### src/rtl/aard_pkg.sv
// Shared widths, configuration and queue item types for the area-average downscaler.
`timescale 1ns / 1ps

package aard_pkg;

  localparam int PIX_W     = 8;   // one color or alpha channel
  localparam int DIM_W     = 13;  // image sizes, positions and axis weights
  localparam int COORD_W   = 12;  // reported destination coordinate
  localparam int CFG_IDX_W = 3;
  localparam int QW        = 9;   // quotient bits per divider lane

  // configuration register map
  localparam logic [CFG_IDX_W-1:0] CFG_SRC_WIDTH  = 3'd0;
  localparam logic [CFG_IDX_W-1:0] CFG_SRC_HEIGHT = 3'd1;
  localparam logic [CFG_IDX_W-1:0] CFG_DST_WIDTH  = 3'd2;
  localparam logic [CFG_IDX_W-1:0] CFG_DST_HEIGHT = 3'd3;
  localparam logic [CFG_IDX_W-1:0] CFG_COUNT      = 3'd4;

  typedef struct packed {
    logic [DIM_W-1:0] src_width;
    logic [DIM_W-1:0] src_height;
    logic [DIM_W-1:0] dst_width;
    logic [DIM_W-1:0] dst_height;
  } cfg_t;

  // One classified source pixel: position, overlap weights and emit flags.
  typedef struct packed {
    logic [PIX_W-1:0] red;
    logic [PIX_W-1:0] green;
    logic [PIX_W-1:0] blue;
    logic [PIX_W-1:0] alpha;
    logic [DIM_W-1:0] cx;
    logic [DIM_W-1:0] cy;
    logic [DIM_W-1:0] wx0;
    logic [DIM_W-1:0] wx1;
    logic [DIM_W-1:0] wy0;
    logic [DIM_W-1:0] wy1;
    logic             emit;
    logic             last;
  } item_t;

endpackage

### src/rtl/aard_queue.sv
// Two-entry request queue between the classifier and the accumulator.
`timescale 1ns / 1ps

module aard_queue (
  input  logic            clk,
  input  logic            rst_n,
  input  logic            push,
  input  aard_pkg::item_t push_item,
  output logic            full,
  input  logic            pop,
  output logic            valid,
  output aard_pkg::item_t head
);

  localparam int DEPTH = 2;
  localparam int PW    = $clog2(DEPTH);

  aard_pkg::item_t slot_r [DEPTH];
  logic [PW-1:0]   wr_r;
  logic [PW-1:0]   rd_r;
  logic [PW:0]     cnt_r;

  assign full  = (cnt_r == (PW+1)'(DEPTH));
  assign valid = (cnt_r != '0);
  assign head  = slot_r[rd_r];

  always_ff @(posedge clk) begin
    if (!rst_n) begin
      wr_r  <= '0;
      rd_r  <= '0;
      cnt_r <= '0;
    end else begin
      if (push) wr_r <= wr_r + 1'b1;
      if (pop)  rd_r <= rd_r + 1'b1;
      unique case ({push, pop})
        2'b10:   cnt_r <= cnt_r + 1'b1;
        2'b01:   cnt_r <= cnt_r - 1'b1;
        default: cnt_r <= cnt_r;
      endcase
    end
  end

  always_ff @(posedge clk) begin
    if (push) slot_r[wr_r] <= push_item;
  end

endmodule

### config.mk
export PLATFORM = sky130hd
export DESIGN_NAME = aard_queue
export DESIGN_NICKNAME = d
export VERILOG_FILES = /design/src/rtl/aard_pkg.sv /design/src/rtl/aard_queue.sv
export SDC_FILE = /design/constraint.sdc
export NUM_CORES = 1
export LEC_CHECK = 0
export ABC_AREA = 1
export BUFFER_PORTS_ARGS = -buffer_cell sky130_fd_sc_hd__buf_4
export CORE_MARGIN = 5
export CORE_UTILIZATION = 30
export DETAILED_ROUTE_END_ITERATION = 7
export PLACE_DENSITY = 0.53
export SLEW_MARGIN = 20
export SYNTH_ARGS = -nofsm -noshare
export SYNTH_HDL_FRONTEND = slang
export SYNTH_SLANG_ARGS = --single-unit
### constraint.sdc
create_clock -name clk -period 8.17 [get_ports clk]
set_input_delay 2.451 -clock clk [delete_from_list [all_inputs] [get_ports clk]]
set_output_delay 2.451 -clock clk [all_outputs]
set_load 0.005 [all_outputs]
-- Yosys cells after proc, flatten, opt, wreduce, memory -nomap -nowiden
Memory sizes are Yosys's and may differ from the RTL's. A register that Yosys moved wholly into a read port is not among the register bits.
Cells that the tools add are included.
- input port bits: 116
- RAM bits: 224
- memories kept: 1
- bits in registers: 4
- logic and storage cells: 18
- memory list (memory ; words ; bits a word ; read ports ; clocked after Yosys merged registers in ; wr ports ; line ; source):
    slot_r ; 2 ; 112 ; 1 ; 1 ; 1 ; aard_queue.sv:18 ; aard_pkg::item_t slot_r [DEPTH];
- multiplexer cells: 5
- equality and inequality tests: 3
- add/sub/neg operators: 4
- reduce and logical (&&, ||, !) cells: 2
- operator list (operator ; count):
    $eq 2x2->1 const B ; 2
    $mux 1 ; 4
    $pmux 2 s2 ; 1
    $reduce_bool 2->1 ; 2
    $add 1x1->1 const B ; 2
    $add 2x1->2 const B ; 1
    $eq 2x1->1 const B ; 1
    $sub 2x1->2 const B ; 1

-- Depth between registers and ports, before layout
- word-level depth: 3
- depth in mapped cells: 7
- mapped depth without buffers: 7

-- Least setup slack after synthesis
OpenSTA, ideal clock, no wires.
- kind: input to register
- start point: in push
- end point: mem slot_r[0][0] in the netlist's numbering, enable pin
- setup time: 0.587 ns
- slack: 0.382 ns
- cell stages on the path: 2
- arrival: 7.201 ns
- path buffers: 0
- path through: inv_1 > nor2_1
- longest elaborated chain between the ends: 2
- RTL lines (element ; line ; source):
    start, declared ; aard_queue.sv:7 ; input logic push,
    $mux 1 ; aard_queue.sv:44 ; if (push) slot_r[wr_r] <= push_item;
    $mux 1 (implied by the code) ; aard_queue.sv:44 ;
    end, declared ; aard_queue.sv:18 ;
No other way between the ends.

==> impl_metrics.tcl <==
set metrics [dict create \
    leakagePower_nw 4.181 \
    drtPass1Iterations 4 \
    setup_viol 0 \
    dp_hpwl_um 11880 \
    grt_pass1_wl_um 26770 \
    syn_area_mm2 0.008327 \
    yosys_warnings 0 \
    cts_root_buf "clkbuf_16" \
    insertion_delay_ns 0.51 \
    max_stage_delay_ns 0.77 \
    gr-total-overflow 0 \
    final_max_slew_viol_count 0 \
    cts_buffers 26 \
    run_status "completed" \
    cp-start-kind "register" \
    synth-simple-area-share_pct 0.9767 \
    fmaxAchievable_ghz 0.1913 \
    syn_inst 383 \
    drt_iter0_markers 160 \
    initial_core_util_pct 30.14 \
    cts.sinks 229 \
    critPathSlowestCell "dfxtp_4" \
    chipWidth_um 176.6 \
    final_common_cell "buf_4" \
    power_mw 2.744 \
    antenna_found_initial 0 \
    cts-resized-gates 0 \
    power_density_mw_per_mm2 243.2 \
    synthXorXnorAreaFrac_pct 0 \
    track_usage_pct 10.78 \
    drc 0 \
    fin_util_pct 40.84 \
    cts_hold_buf 0 \
    syn_to_final_growth_pct 35.51 \
    vias_per_cell 4.211 \
    synth-seq-cells 229 \
    vias 4329 \
    rsz0062_at_grt "no" \
    postCtsSetupRepairBufs 0 \
    worst_path_most_repeated_cell "buf_4" \
    place_area_mm2 0.01045 \
    grt_pass1_vias 4824 \
    end_kind "primary output" \
    tightest_slew_ns 0.9588 \
    grt_max_degree 68 \
    fin_area_mm2 0.01128 \
    synth.yosys.seq_area_share_pct 81.98 \
    r2r_start "wr_r" \
    path_cells "buf_4, mux2_2, buf_4" \
    crit_buf_inv 2 \
    core_area_mm2 0.02763 \
    num_antenna_cells 0 \
    critPathTopFamily "buffers and inverters" \
    die_h_um 176.6 \
    vdd_drop_max_mv 0.1303 \
    finClkSkew_ns 0.005911 \
    path_clk_slew_ns 0.06 \
    gp_congestion 0.7435 \
    cts_tree "yes" \
    arrival_ns 2.78 \
    crit_fanout 64 \
    fillers 2570 \
    hold_class "reg2reg" \
    synth_top_family_by_area "multiplexers" \
    finalHoldViolations 0 \
    relSlewSlack_pct 36.08 \
    finalCriticalPeriod_ns 5.227 \
    fin_tns_setup_ns 0 \
    maxCapViolCount 0 \
    layoutNonFillerInstCount 1028 \
    yosysUniqueCellTypes 13 \
    crit_type "reg2out" \
    avgSynthCellArea_um2 21.74 \
    die_area_mm2 0.03119 \
    drt-total-wl_um 17680 \
    synthMuxAreaShare_pct 15.15 \
    fin_crit_sh_pct 63.98 \
    placed_cells 982 \
    synth_compound_area_share_pct 0.1202 \
    crit_required_ns 5.72 \
    nNetsFinal 749 \
    ios 230 \
    synthesis.nets 500 \
    mostFrequentLayoutCells "buf_4 (233), edfxtp_1 (224), mux2_2 (112), clkbuf_16 (27), nor2_1 (10)" \
    h-tree-depth 1 \
    clock_tree.buffer_depth 3 \
    hp-start "rd_r" \
    wire_per_inst_um 17.20 \
    drive_gt1_share_pct 58.92 \
    rows 61 \
    yosys.area_share.adder_pct 0.1503 \
    io_buffer_count 229 \
    ant_nets 0 \
]
==> synthesized netlist by cell type <==
master    count  area share, %
dfxtp_1       5            1.2
buf_6         8            1.1
nor2_1       11           0.50
nand4_1       1          0.075
ha_1          1           0.15
buf_2         3           0.18
edfxtp_1    224             81
nand2_1       9           0.41
a21oi_1       1          0.060
mux2_2      112             15
inv_1         6           0.27
buf_4         1          0.090
o21ai_0       1          0.060
==> worst paths after layout <==
kind                                 endpoint  cells past startpoint  slack (ns)
worst max-delay path                 head[51]                      3        2.94
worst min-delay path                     rd_r                      2        0.51
worst max register to register  slot_r[1][45]                      3        5.83
worst min register to register           rd_r                      2        0.51
==> layer usage <==
| metal | wire, µm | global-route usage (%) |
|---|---|---|
| met5 | 0 | 0 |
| met4 | 331 | 2.805 |
| met3 | 1447 | 3.812 |
| met2 | 8640 | 18.12 |
| met1 | 7260 | 13.30 |
==> where the power goes <==
part           leakage (nW)  switching (mW)  internal, mW
Clock                 0.408           0.419         0.692
Combinational          1.63           0.106         0.146
Sequential             2.14          0.0201          1.36
==> worst min-delay path, stage by stage, from the launching register on <==
cell     delay, ns
dfxtp_1       0.33
nor2_1        0.06
nor2_1        0.08
==> cell families (layout without fill, tap and decap cells) <==
group | count (synthesis) | in the layout
buf+inv | 18 | 285
simple gates | 21 | 21
mux | 112 | 112
fa+ha+maj | 1 | 1
compound gates | 2 | 2
flops | 229 | 229
==> sequential cells by signal (all words and copies together), names as in the netlist, named ones only <==
signal  flops
cnt_r       2
rd_r        1
slot_r    224
wr_r        1
==> through the flow <==
step / setup slack, ns / hold slack, ns
after floorplan: 0.3816 / 0.4635
after global placement: 3.483 / 0.4846
after detailed placement: 3.433 / 0.4985
after CTS: 2.874 / 0.5123
after global routing: 2.788 / 0.5378
final: 2.943 / 0.5094
==> area by class of cell <==
| class | count | area, µm² | share of cell area [%] |
|---|---|---|---|
| repair buffers | 233 | 1749 | 15.50 |
| flip-flops and latches | 229 | 6830 | 60.53 |
| multi-input cells | 136 | 1373 | 12.16 |
| clock inverters | 7 | 82.58 | 0.7319 |
| well taps | 378 | 473.0 | 4.192 |
| inverters | 6 | 25.02 | 0.2218 |
| clock buffers | 39 | 750.7 | 6.653 |
Note: power is estimated with default switching activity, not from simulation.
