## src/rtl/aard_pkg.sv

```systemverilog
// Shared widths, configuration and queue item types for the area-average downscaler.
`timescale 1ns / 1ps

package aard_pkg;

  localparam int PIX_W     = 8;   // one color or alpha channel
  localparam int DIM_W     = 13;  // image sizes, positions and axis weights
  localparam int COORD_W   = 12;  // reported destination coordinate
  localparam int CFG_IDX_W = 3;
  localparam int QW        = 9;   // quotient bits per divider lane

  // configuration register map
  localparam logic [CFG_IDX_W-1:0] CFG_SRC_WIDTH  = 3'd0;
  localparam logic [CFG_IDX_W-1:0] CFG_SRC_HEIGHT = 3'd1;
  localparam logic [CFG_IDX_W-1:0] CFG_DST_WIDTH  = 3'd2;
  localparam logic [CFG_IDX_W-1:0] CFG_DST_HEIGHT = 3'd3;
  localparam logic [CFG_IDX_W-1:0] CFG_COUNT      = 3'd4;

  typedef struct packed {
    logic [DIM_W-1:0] src_width;
    logic [DIM_W-1:0] src_height;
    logic [DIM_W-1:0] dst_width;
    logic [DIM_W-1:0] dst_height;
  } cfg_t;

  // One classified source pixel: position, overlap weights and emit flags.
  typedef struct packed {
    logic [PIX_W-1:0] red;
    logic [PIX_W-1:0] green;
    logic [PIX_W-1:0] blue;
    logic [PIX_W-1:0] alpha;
    logic [DIM_W-1:0] cx;
    logic [DIM_W-1:0] cy;
    logic [DIM_W-1:0] wx0;
    logic [DIM_W-1:0] wx1;
    logic [DIM_W-1:0] wy0;
    logic [DIM_W-1:0] wy1;
    logic             emit;
    logic             last;
  } item_t;

endpackage

```

## src/rtl/aard_pix_if.sv

```systemverilog
// Source pixel channel: valid/ready handshake with RGBA payload.
`timescale 1ns / 1ps

interface aard_pix_if;
  logic                       valid;
  logic                       ready;
  logic [aard_pkg::PIX_W-1:0] in_red;
  logic [aard_pkg::PIX_W-1:0] in_green;
  logic [aard_pkg::PIX_W-1:0] in_blue;
  logic [aard_pkg::PIX_W-1:0] in_alpha;

  modport source (output valid, output in_red, output in_green, output in_blue,
                  output in_alpha, input ready);
  modport sink (input valid, input in_red, input in_green, input in_blue,
                input in_alpha, output ready);
endinterface

```

## src/rtl/aard_front.sv

```systemverilog
// Front end: accepts source pixels and works out destination cells and overlap weights.
`timescale 1ns / 1ps

module aard_front (
  input  logic            clk,
  input  logic            rst_n,
  input  logic            restart,
  input  aard_pkg::cfg_t  cfg,
  input  logic            cfg_ok,
  input  logic            clearing,
  aard_pix_if.sink        in_pix,
  output logic            push,
  output aard_pkg::item_t push_item,
  input  logic            q_full
);

  localparam int DW = aard_pkg::DIM_W;

  typedef struct packed {
    logic [DW-1:0] w0;
    logic [DW-1:0] w1;
    logic          done;
    logic [DW-1:0] rem_nxt;
  } axis_t;

  // rem is the distance from the current source edge to the next destination edge
  function automatic axis_t split(input logic [DW-1:0] rem, input logic [DW-1:0] dn,
                                  input logic [DW-1:0] sn);
    axis_t a;
    a.w0      = dn;
    a.w1      = '0;
    a.done    = 1'b0;
    a.rem_nxt = rem - dn;
    if (rem < dn) begin
      a.w0      = rem;
      a.w1      = dn - rem;
      a.done    = 1'b1;
      a.rem_nxt = sn - (dn - rem);
    end else if (rem == dn) begin
      a.done    = 1'b1;
      a.rem_nxt = sn;
    end
    return a;
  endfunction

  logic [DW-1:0] col_r, row_r, cx_r, cy_r, rem_x_r, rem_y_r;
  logic [DW-1:0] rem_x, rem_y;
  axis_t         ax, ay;
  logic          acc, row_end, frame_wrap;

  assign rem_x = (col_r == '0) ? cfg.src_width  : rem_x_r;
  assign rem_y = (row_r == '0) ? cfg.src_height : rem_y_r;
  assign ax    = split(rem_x, cfg.dst_width,  cfg.src_width);
  assign ay    = split(rem_y, cfg.dst_height, cfg.src_height);

  assign row_end    = (col_r == cfg.src_width  - 1'b1);
  assign frame_wrap = (row_r == cfg.src_height - 1'b1);

  assign in_pix.ready = !q_full && !clearing;
  assign acc          = in_pix.valid && in_pix.ready;
  assign push         = acc && cfg_ok;

  always_comb begin
    push_item.red   = in_pix.in_red;
    push_item.green = in_pix.in_green;
    push_item.blue  = in_pix.in_blue;
    push_item.alpha = in_pix.in_alpha;
    push_item.cx    = cx_r;
    push_item.cy    = cy_r;
    push_item.wx0   = ax.w0;
    push_item.wx1   = ax.w1;
    push_item.wy0   = ay.w0;
    push_item.wy1   = ay.w1;
    push_item.emit  = ax.done && ay.done;
    push_item.last  = (cx_r == cfg.dst_width - 1'b1) && (cy_r == cfg.dst_height - 1'b1);
  end

  always_ff @(posedge clk) begin
    if (!rst_n || restart) begin
      col_r   <= '0;
      row_r   <= '0;
      cx_r    <= '0;
      cy_r    <= '0;
      rem_x_r <= '0;
      rem_y_r <= '0;
    end else if (push) begin
      if (row_end) begin
        col_r <= '0;
        cx_r  <= '0;
        if (frame_wrap) begin
          row_r <= '0;
          cy_r  <= '0;
        end else begin
          row_r   <= row_r + 1'b1;
          cy_r    <= ay.done ? cy_r + 1'b1 : cy_r;
          rem_y_r <= ay.rem_nxt;
        end
      end else begin
        col_r   <= col_r + 1'b1;
        cx_r    <= ax.done ? cx_r + 1'b1 : cx_r;
        rem_x_r <= ax.rem_nxt;
      end
    end
  end

endmodule

```

## src/flat_wrapper.sv

```systemverilog
// flat-port wrapper written by rule: the top's interface ports become plain ports
module aard_front_flat 
  (clk, rst_n, restart, cfg, cfg_ok, clearing, push, push_item, q_full, in_pix_valid, in_pix_in_red, in_pix_in_green, in_pix_in_blue, in_pix_in_alpha, in_pix_ready);
  aard_pix_if in_pix_i ();
  input  logic clk;
  input  logic rst_n;
  input  logic restart;
  input  aard_pkg::cfg_t cfg;
  input  logic cfg_ok;
  input  logic clearing;
  output logic push;
  output aard_pkg::item_t push_item;
  input  logic q_full;
  input wire logic [$bits(in_pix_i.valid)-1:0] in_pix_valid;
  input wire logic [$bits(in_pix_i.in_red)-1:0] in_pix_in_red;
  input wire logic [$bits(in_pix_i.in_green)-1:0] in_pix_in_green;
  input wire logic [$bits(in_pix_i.in_blue)-1:0] in_pix_in_blue;
  input wire logic [$bits(in_pix_i.in_alpha)-1:0] in_pix_in_alpha;
  output wire logic [$bits(in_pix_i.ready)-1:0] in_pix_ready;
  assign in_pix_i.valid = in_pix_valid;
  assign in_pix_i.in_red = in_pix_in_red;
  assign in_pix_i.in_green = in_pix_in_green;
  assign in_pix_i.in_blue = in_pix_in_blue;
  assign in_pix_i.in_alpha = in_pix_in_alpha;
  assign in_pix_ready = in_pix_i.ready;
  aard_front u_core (.clk(clk), .rst_n(rst_n), .restart(restart), .cfg(cfg), .cfg_ok(cfg_ok), .clearing(clearing), .in_pix(in_pix_i), .push(push), .push_item(push_item), .q_full(q_full));
endmodule
```

## config.mk

```make
export PLATFORM = sky130hd
export DESIGN_NAME = aard_front_flat
export DESIGN_NICKNAME = d
export VERILOG_FILES = /design/src/rtl/aard_pkg.sv /design/src/rtl/aard_pix_if.sv /design/src/rtl/aard_front.sv /design/src/flat_wrapper.sv
export SDC_FILE = /design/constraint.sdc
export NUM_CORES = 1
export LEC_CHECK = 0
export ABC_AREA = 1
export BUFFER_PORTS_ARGS = -buffer_cell sky130_fd_sc_hd__buf_2
export CORE_UTILIZATION = 31
export CTS_BUF_LIST = sky130_fd_sc_hd__clkbuf_8
export DETAILED_ROUTE_END_ITERATION = 6
export GPL_TIMING_DRIVEN = 0
export PLACE_DENSITY = 0.55
export SETUP_SLACK_MARGIN = 0.05
export SLEW_MARGIN = 15
export SYNTH_ARGS = -nofsm -noshare
export SYNTH_HDL_FRONTEND = slang
export SYNTH_SLANG_ARGS = --single-unit
```

## constraint.sdc

```tcl
create_clock -name clk -period 8.25 [get_ports clk]
set_clock_uncertainty 0.2 [all_clocks]
set_input_delay 0.4125 -clock clk [delete_from_list [all_inputs] [get_ports clk]]
set_output_delay 0.4125 -clock clk [all_outputs]
set_load 0.005 [all_outputs]
```

Word-level counts from Yosys, hierarchy flattened
Cells that the tools add are included.

Output and inout port bits: 114. Bits of input ports: 91. Word-level logic and storage cells: 62. Bits in registers: 78.

Magnitude comparators: 2. Equality and inequality tests: 6. $add $sub $neg: 14. Bitwise operators: 2. Reductions and logical operators: 18. Multiplexer cells: 14.

Operators with widths (count): 13-bit two-way mux (8); 13-bit == test (6); 13-bit subtractor (6); 14-bit two-way mux (4); 13-bit by 1-bit adder with 13-bit output, second input constant (4); 26-bit two-way mux (2); 13-bit by 1-bit subtractor with 13-bit output, second input constant (4); 13-bit logical NOT (2); 13-bit < comparator (2); 2-bit AND reduction (3); 3-bit AND reduction (2); 1-bit logical AND (5); 2-bit nonzero test (2); 1-bit logical NOT (3); 1-bit NOT (2); 1-bit logical OR (1).

Depth between registers and ports, before layout
Depth in word-level cells: 7. Depth in mapped cells: 30. Gate-level depth less buffers: 29.

Worst setup path after synthesis
OpenSTA, ideal clock, no wires.

Path kind: reg2reg. From: register u_core.col_r[0]. To: register u_core.rem_x_r[12]. Setup slack: 4.048 ns. Arrival time: 3.933 ns. Setup time: 0.070 ns. Buffers on the path: 1. Period minus slack after synthesis: 4.202 ns. Cell stages (with the launch flop): 22. Required time: 7.980 ns. Cell sequence: dfxtp_1 -> inv_1 -> ha_1 -> nand3_1 -> nor2_1 -> nand2_1 -> clkbuf_1 -> o21ai_0 -> inv_1 -> fa_1 -> or2_2 -> nand3_1 -> a21boi_0 -> o21ai_0 -> xnor2_1 -> ha_1 -> nand2_1 -> nor2_1 -> a221oi_1 -> nand3b_1 -> nand3_1 -> a21oi_1.

Word-level cells in the longest chain between the ends: 5. Elaborated cells on any way between the ends: 12. Those cells by class: add/sub: 3; order compare: 1; eq/ne: 2; mux: 3; bitwise: 1; reduce/logical: 2.

RTL lines: start, declared (RTL line aard_front.sv:46) `logic [DW-1:0] col_r, row_r, cx_r, cy_r, rem_x_r, rem_y_r;`; start signal, assigned (RTL line aard_front.sv:99) `col_r <= col_r + 1'b1;`; 13-bit logical NOT (RTL line aard_front.sv:51) `assign rem_x = (col_r == '0) ? cfg.src_width : rem_x_r;`; 13-bit two-way mux (RTL line aard_front.sv:51); 13-bit subtractor (tied with other cells) (RTL line aard_front.sv:38) `a.rem_nxt = sn - (dn - rem);`; 13-bit subtractor / 14-bit two-way mux (equally long branches) (RTL line aard_front.sv:38, aard_front.sv:39); 14-bit two-way mux (RTL line aard_front.sv:34) `if (rem < dn) begin`; end signal, assigned (RTL line aard_front.sv:101) `rem_x_r <= ax.rem_nxt;`; end, declared (RTL line aard_front.sv:46).

Several ways; a longest one is shown, not always the timed one. A chain may end at the register's enable or synchronous reset.

==> metrics.yaml <==
clock_tree:
  cts_resized: 0
  tritoncts: "built"
  clock_sinks: 78
  cts.clk_slew.worst_paths_ps: 110
  ctsRootBufferMaster: "clkbuf_8"
  clk_latency_ps: 400
  cts_buffers: 9
  cts_htree_levels: 3
  clockBufferDepth: 2
  holdBufCountCts: 0
  post_cts_buffers: 0
timing:
  tightest_slew_ps: 761.6
  setup_viol: 0
  slew_violations: 0
  rsz0062_at_grt: "no"
  relSlewSlack: 0.4923
  min_period_ps: 5919
  finalCritPeriodShare: 0.7175
  setup_tns_ps: 0
  hold_slack_ps: 276.0
  setup_slack_ps: 2331
  hold_violations: 0
  fmax_mhz: 168.9
worst_setup_path:
  cp.arrival_ps: 5310
  cp_max_fo: 10
  regToRegStartpoint: "u_core.col_r[0]"
  critPathBufInv: 9
  path_cells: "inv_1 -> ha_1 -> nand2_1 -> nor2_1 -> nand2_1 -> inv_1 -> clkbuf_1 -> nor2_1 -> a21oi_1 -> inv_1 -> ha_1 -> clkbuf_1 -> nand2_1 -> o21ai_0 -> a221oi_1 -> nand2_1 -> clkbuf_1 -> clkbuf_1 -> o21ai_0 -> buf_4 -> buf_2"
  cp_slowest_stage_delay_ps: 460
  crit_path_top_delay_cell: "clkbuf_1"
  worst_setup_path_end_kind: "output pin"
  crit_type: "flip-flop to output pin"
  cp-start-kind: "flip-flop"
  crit_required_ps: 7640
  r2r_slack_ps: 2430
  cpLargestDelayFamily: "buffers and inverters"
  startpoint: "u_core.row_r[0]"
global_routing:
  grtUsageTotal: 0.2185
  grt_overflow_total: 0
  antenna_found_initial: 0
  grt_pass1_vias: 11340
  grt_max_degree: 15
  grt_pass1_wl_um: 61500
floorplanning:
  design.die.area_um2: 36160
  core_um2: 34710
  die_width_um: 190.2
  io_pins: 205
  std_cell_rows: 68
  die_h_um: 190.2
  start_util: 0.3162
synthesis:
  synth_area_um2: 10980
  synthDistinctLibCells: 52
  synth_edf_count: 0
  yosysTopAreaCellShare: 0.1423
  seq_area_frac_synth: 0.1423
  synth-warning-count: 0
  postSynthCellCount: 1783
  yosys.area.top_type: "dfxtp_1"
  yosys.cell_count.top_type: "nand2_1"
  yosys_register_bits: 78
  async_reset_ff_frac: 0
  synthTopCellsByCount: "nand2_1 (369), inv_1 (213), nor2_1 (188), a21oi_1 (138), o21ai_0 (113)"
  synth.area.top_cells: "dfxtp_1 (14%), nand2_1 (13%), ha_1 (9.1%), xor2_1 (8.6%), inv_1 (7.3%)"
  synthFlopType: "dfxtp_1"
  synthesis.nets: 1960
  syn_avg_cell_area_um2: 6.156
detailed_routing:
  initialDrtViolationCount: 836
  antenna_left: 0
  totalWireLength_um: 39930
  via_per_inst: 4.962
  num_vias: 12040
  wire_per_inst_um: 16.46
  drt_first_pass_iters: 5
  drc_errors: 0
finish:
  post-route-util: 0.3644
  antenna_cells: 0
  syn2layout_area_growth_pct: 15.25
  drive_above_1_share: 0.1730
  final.fill_count: 3912
  finalNonFillerCells: 2426
  fin_area_um2: 12650
  nNetsFinal: 2143
place:
  numPortBuffers: 172
  hpwlAfterDp_um: 33160
  dp_slack_ps: 2631
  dp_cells: 2410
  place_congestion: 0.9680
  post_dp_cell_area_um2: 12410
pwr:
  p_per_area_nw_per_um2: 123.6
  p_leak_nw: 5.942
  peakVddDrop_uv: 62.01
  total_power_mw: 1.563
hold_path:
  worstHoldStart: "u_core.rem_x_r[4]"
  hold_class: "flip-flop to flip-flop"
run_status:
  outcome: "completed"
flow_run:
  maxCapViolCount: 0
report_power, final:
group / internal [mW] / switching (mW) / total [mW]
combinational: 0.315 / 0.490 / 0.805
clock: 0.202 / 0.178 / 0.380
sequential: 0.377 / 0.000840 / 0.378
total: 0.894 / 0.669 / 1.56
kinds of logic after synthesis:
kind of cell             share of synthesized area
adder cells (fa/ha/maj)                     0.1021
flip-flops                                  0.1423
buffers and inverters                       0.1576
XOR/XNOR                                    0.1195
AO/OA/AOI/OAI                               0.1620
AND/OR/NAND/NOR                             0.3165
worst min-delay path, cell delays in order (launching register included):
cell and delay [ps]:
dfxtp_1 330, nand2_1 60, a21oi_1 50
area by class of cell:
type                       count  area, µm²  area share
multi-input combinational   1345       7685      0.6075
sequential                    78       1562      0.1234
tap                          455      569.3     0.04500
inverter                     221      833.3     0.06587
clock buffer                   9      123.9    0.009791
buffer                       139      897.1     0.07091
clock inverter                 7      120.1    0.009495
timing repair buffer         172      860.8     0.06804
path summary, 6_finish.rpt:
| path | cells past startpoint | to |
|---|---|---|
| min | 2 | u_core.rem_x_r[4] |
| max reg2reg | 21 | u_core.rem_x_r[12] |
| max | 21 | push_item[15] |
| min reg2reg | 2 | u_core.rem_x_r[4] |
per-layer routing:
layer	GRT usage	share of wire	vias up
met5	0	0	-
met4	0.09323	0.036	0
met3	0.03081	0.055	73
met2	0.3595	0.45	370
met1	0.2835	0.45	5491
li1	-	-	6104
layout by cell type, fill, tap and decap left out, types with 5 or more instances in the layout:
master | Yosys | routed
nand2_1 | 369 | 369
inv_1 | 213 | 213
nor2_1 | 188 | 188
buf_2 | 13 | 185
a21oi_1 | 138 | 138
o21ai_0 | 113 | 113
xor2_1 | 108 | 108
nand3_1 | 95 | 95
buf_4 | 87 | 87
ha_1 | 80 | 80
dfxtp_1 | 78 | 78
nand4_1 | 41 | 41
xnor2_1 | 38 | 38
nor3_1 | 37 | 37
clkbuf_1 | 30 | 30
o211ai_1 | 14 | 14
nor4_1 | 13 | 13
o21bai_1 | 10 | 10
or2_2 | 9 | 9
clkbuf_8 | 0 | 9
nand3_2 | 8 | 8
a31oi_1 | 7 | 7
a221oi_1 | 6 | 6
a21o_1 | 6 | 6
o21ai_1 | 6 | 6
a21oi_2 | 6 | 6
fa_1 | 6 | 6
nand3b_1 | 5 | 5
nand2_2 | 5 | 5
nor2_2 | 5 | 5
a211oi_1 | 5 | 5
state kept, by name, summed over array words and instances (netlist names):
register,count
u_core.cx_r,13
u_core.rem_x_r,13
u_core.rem_y_r,13
u_core.cy_r,13
u_core.row_r,13
u_core.col_r,13
No activity file was read; power rests on OpenSTA's default activity.
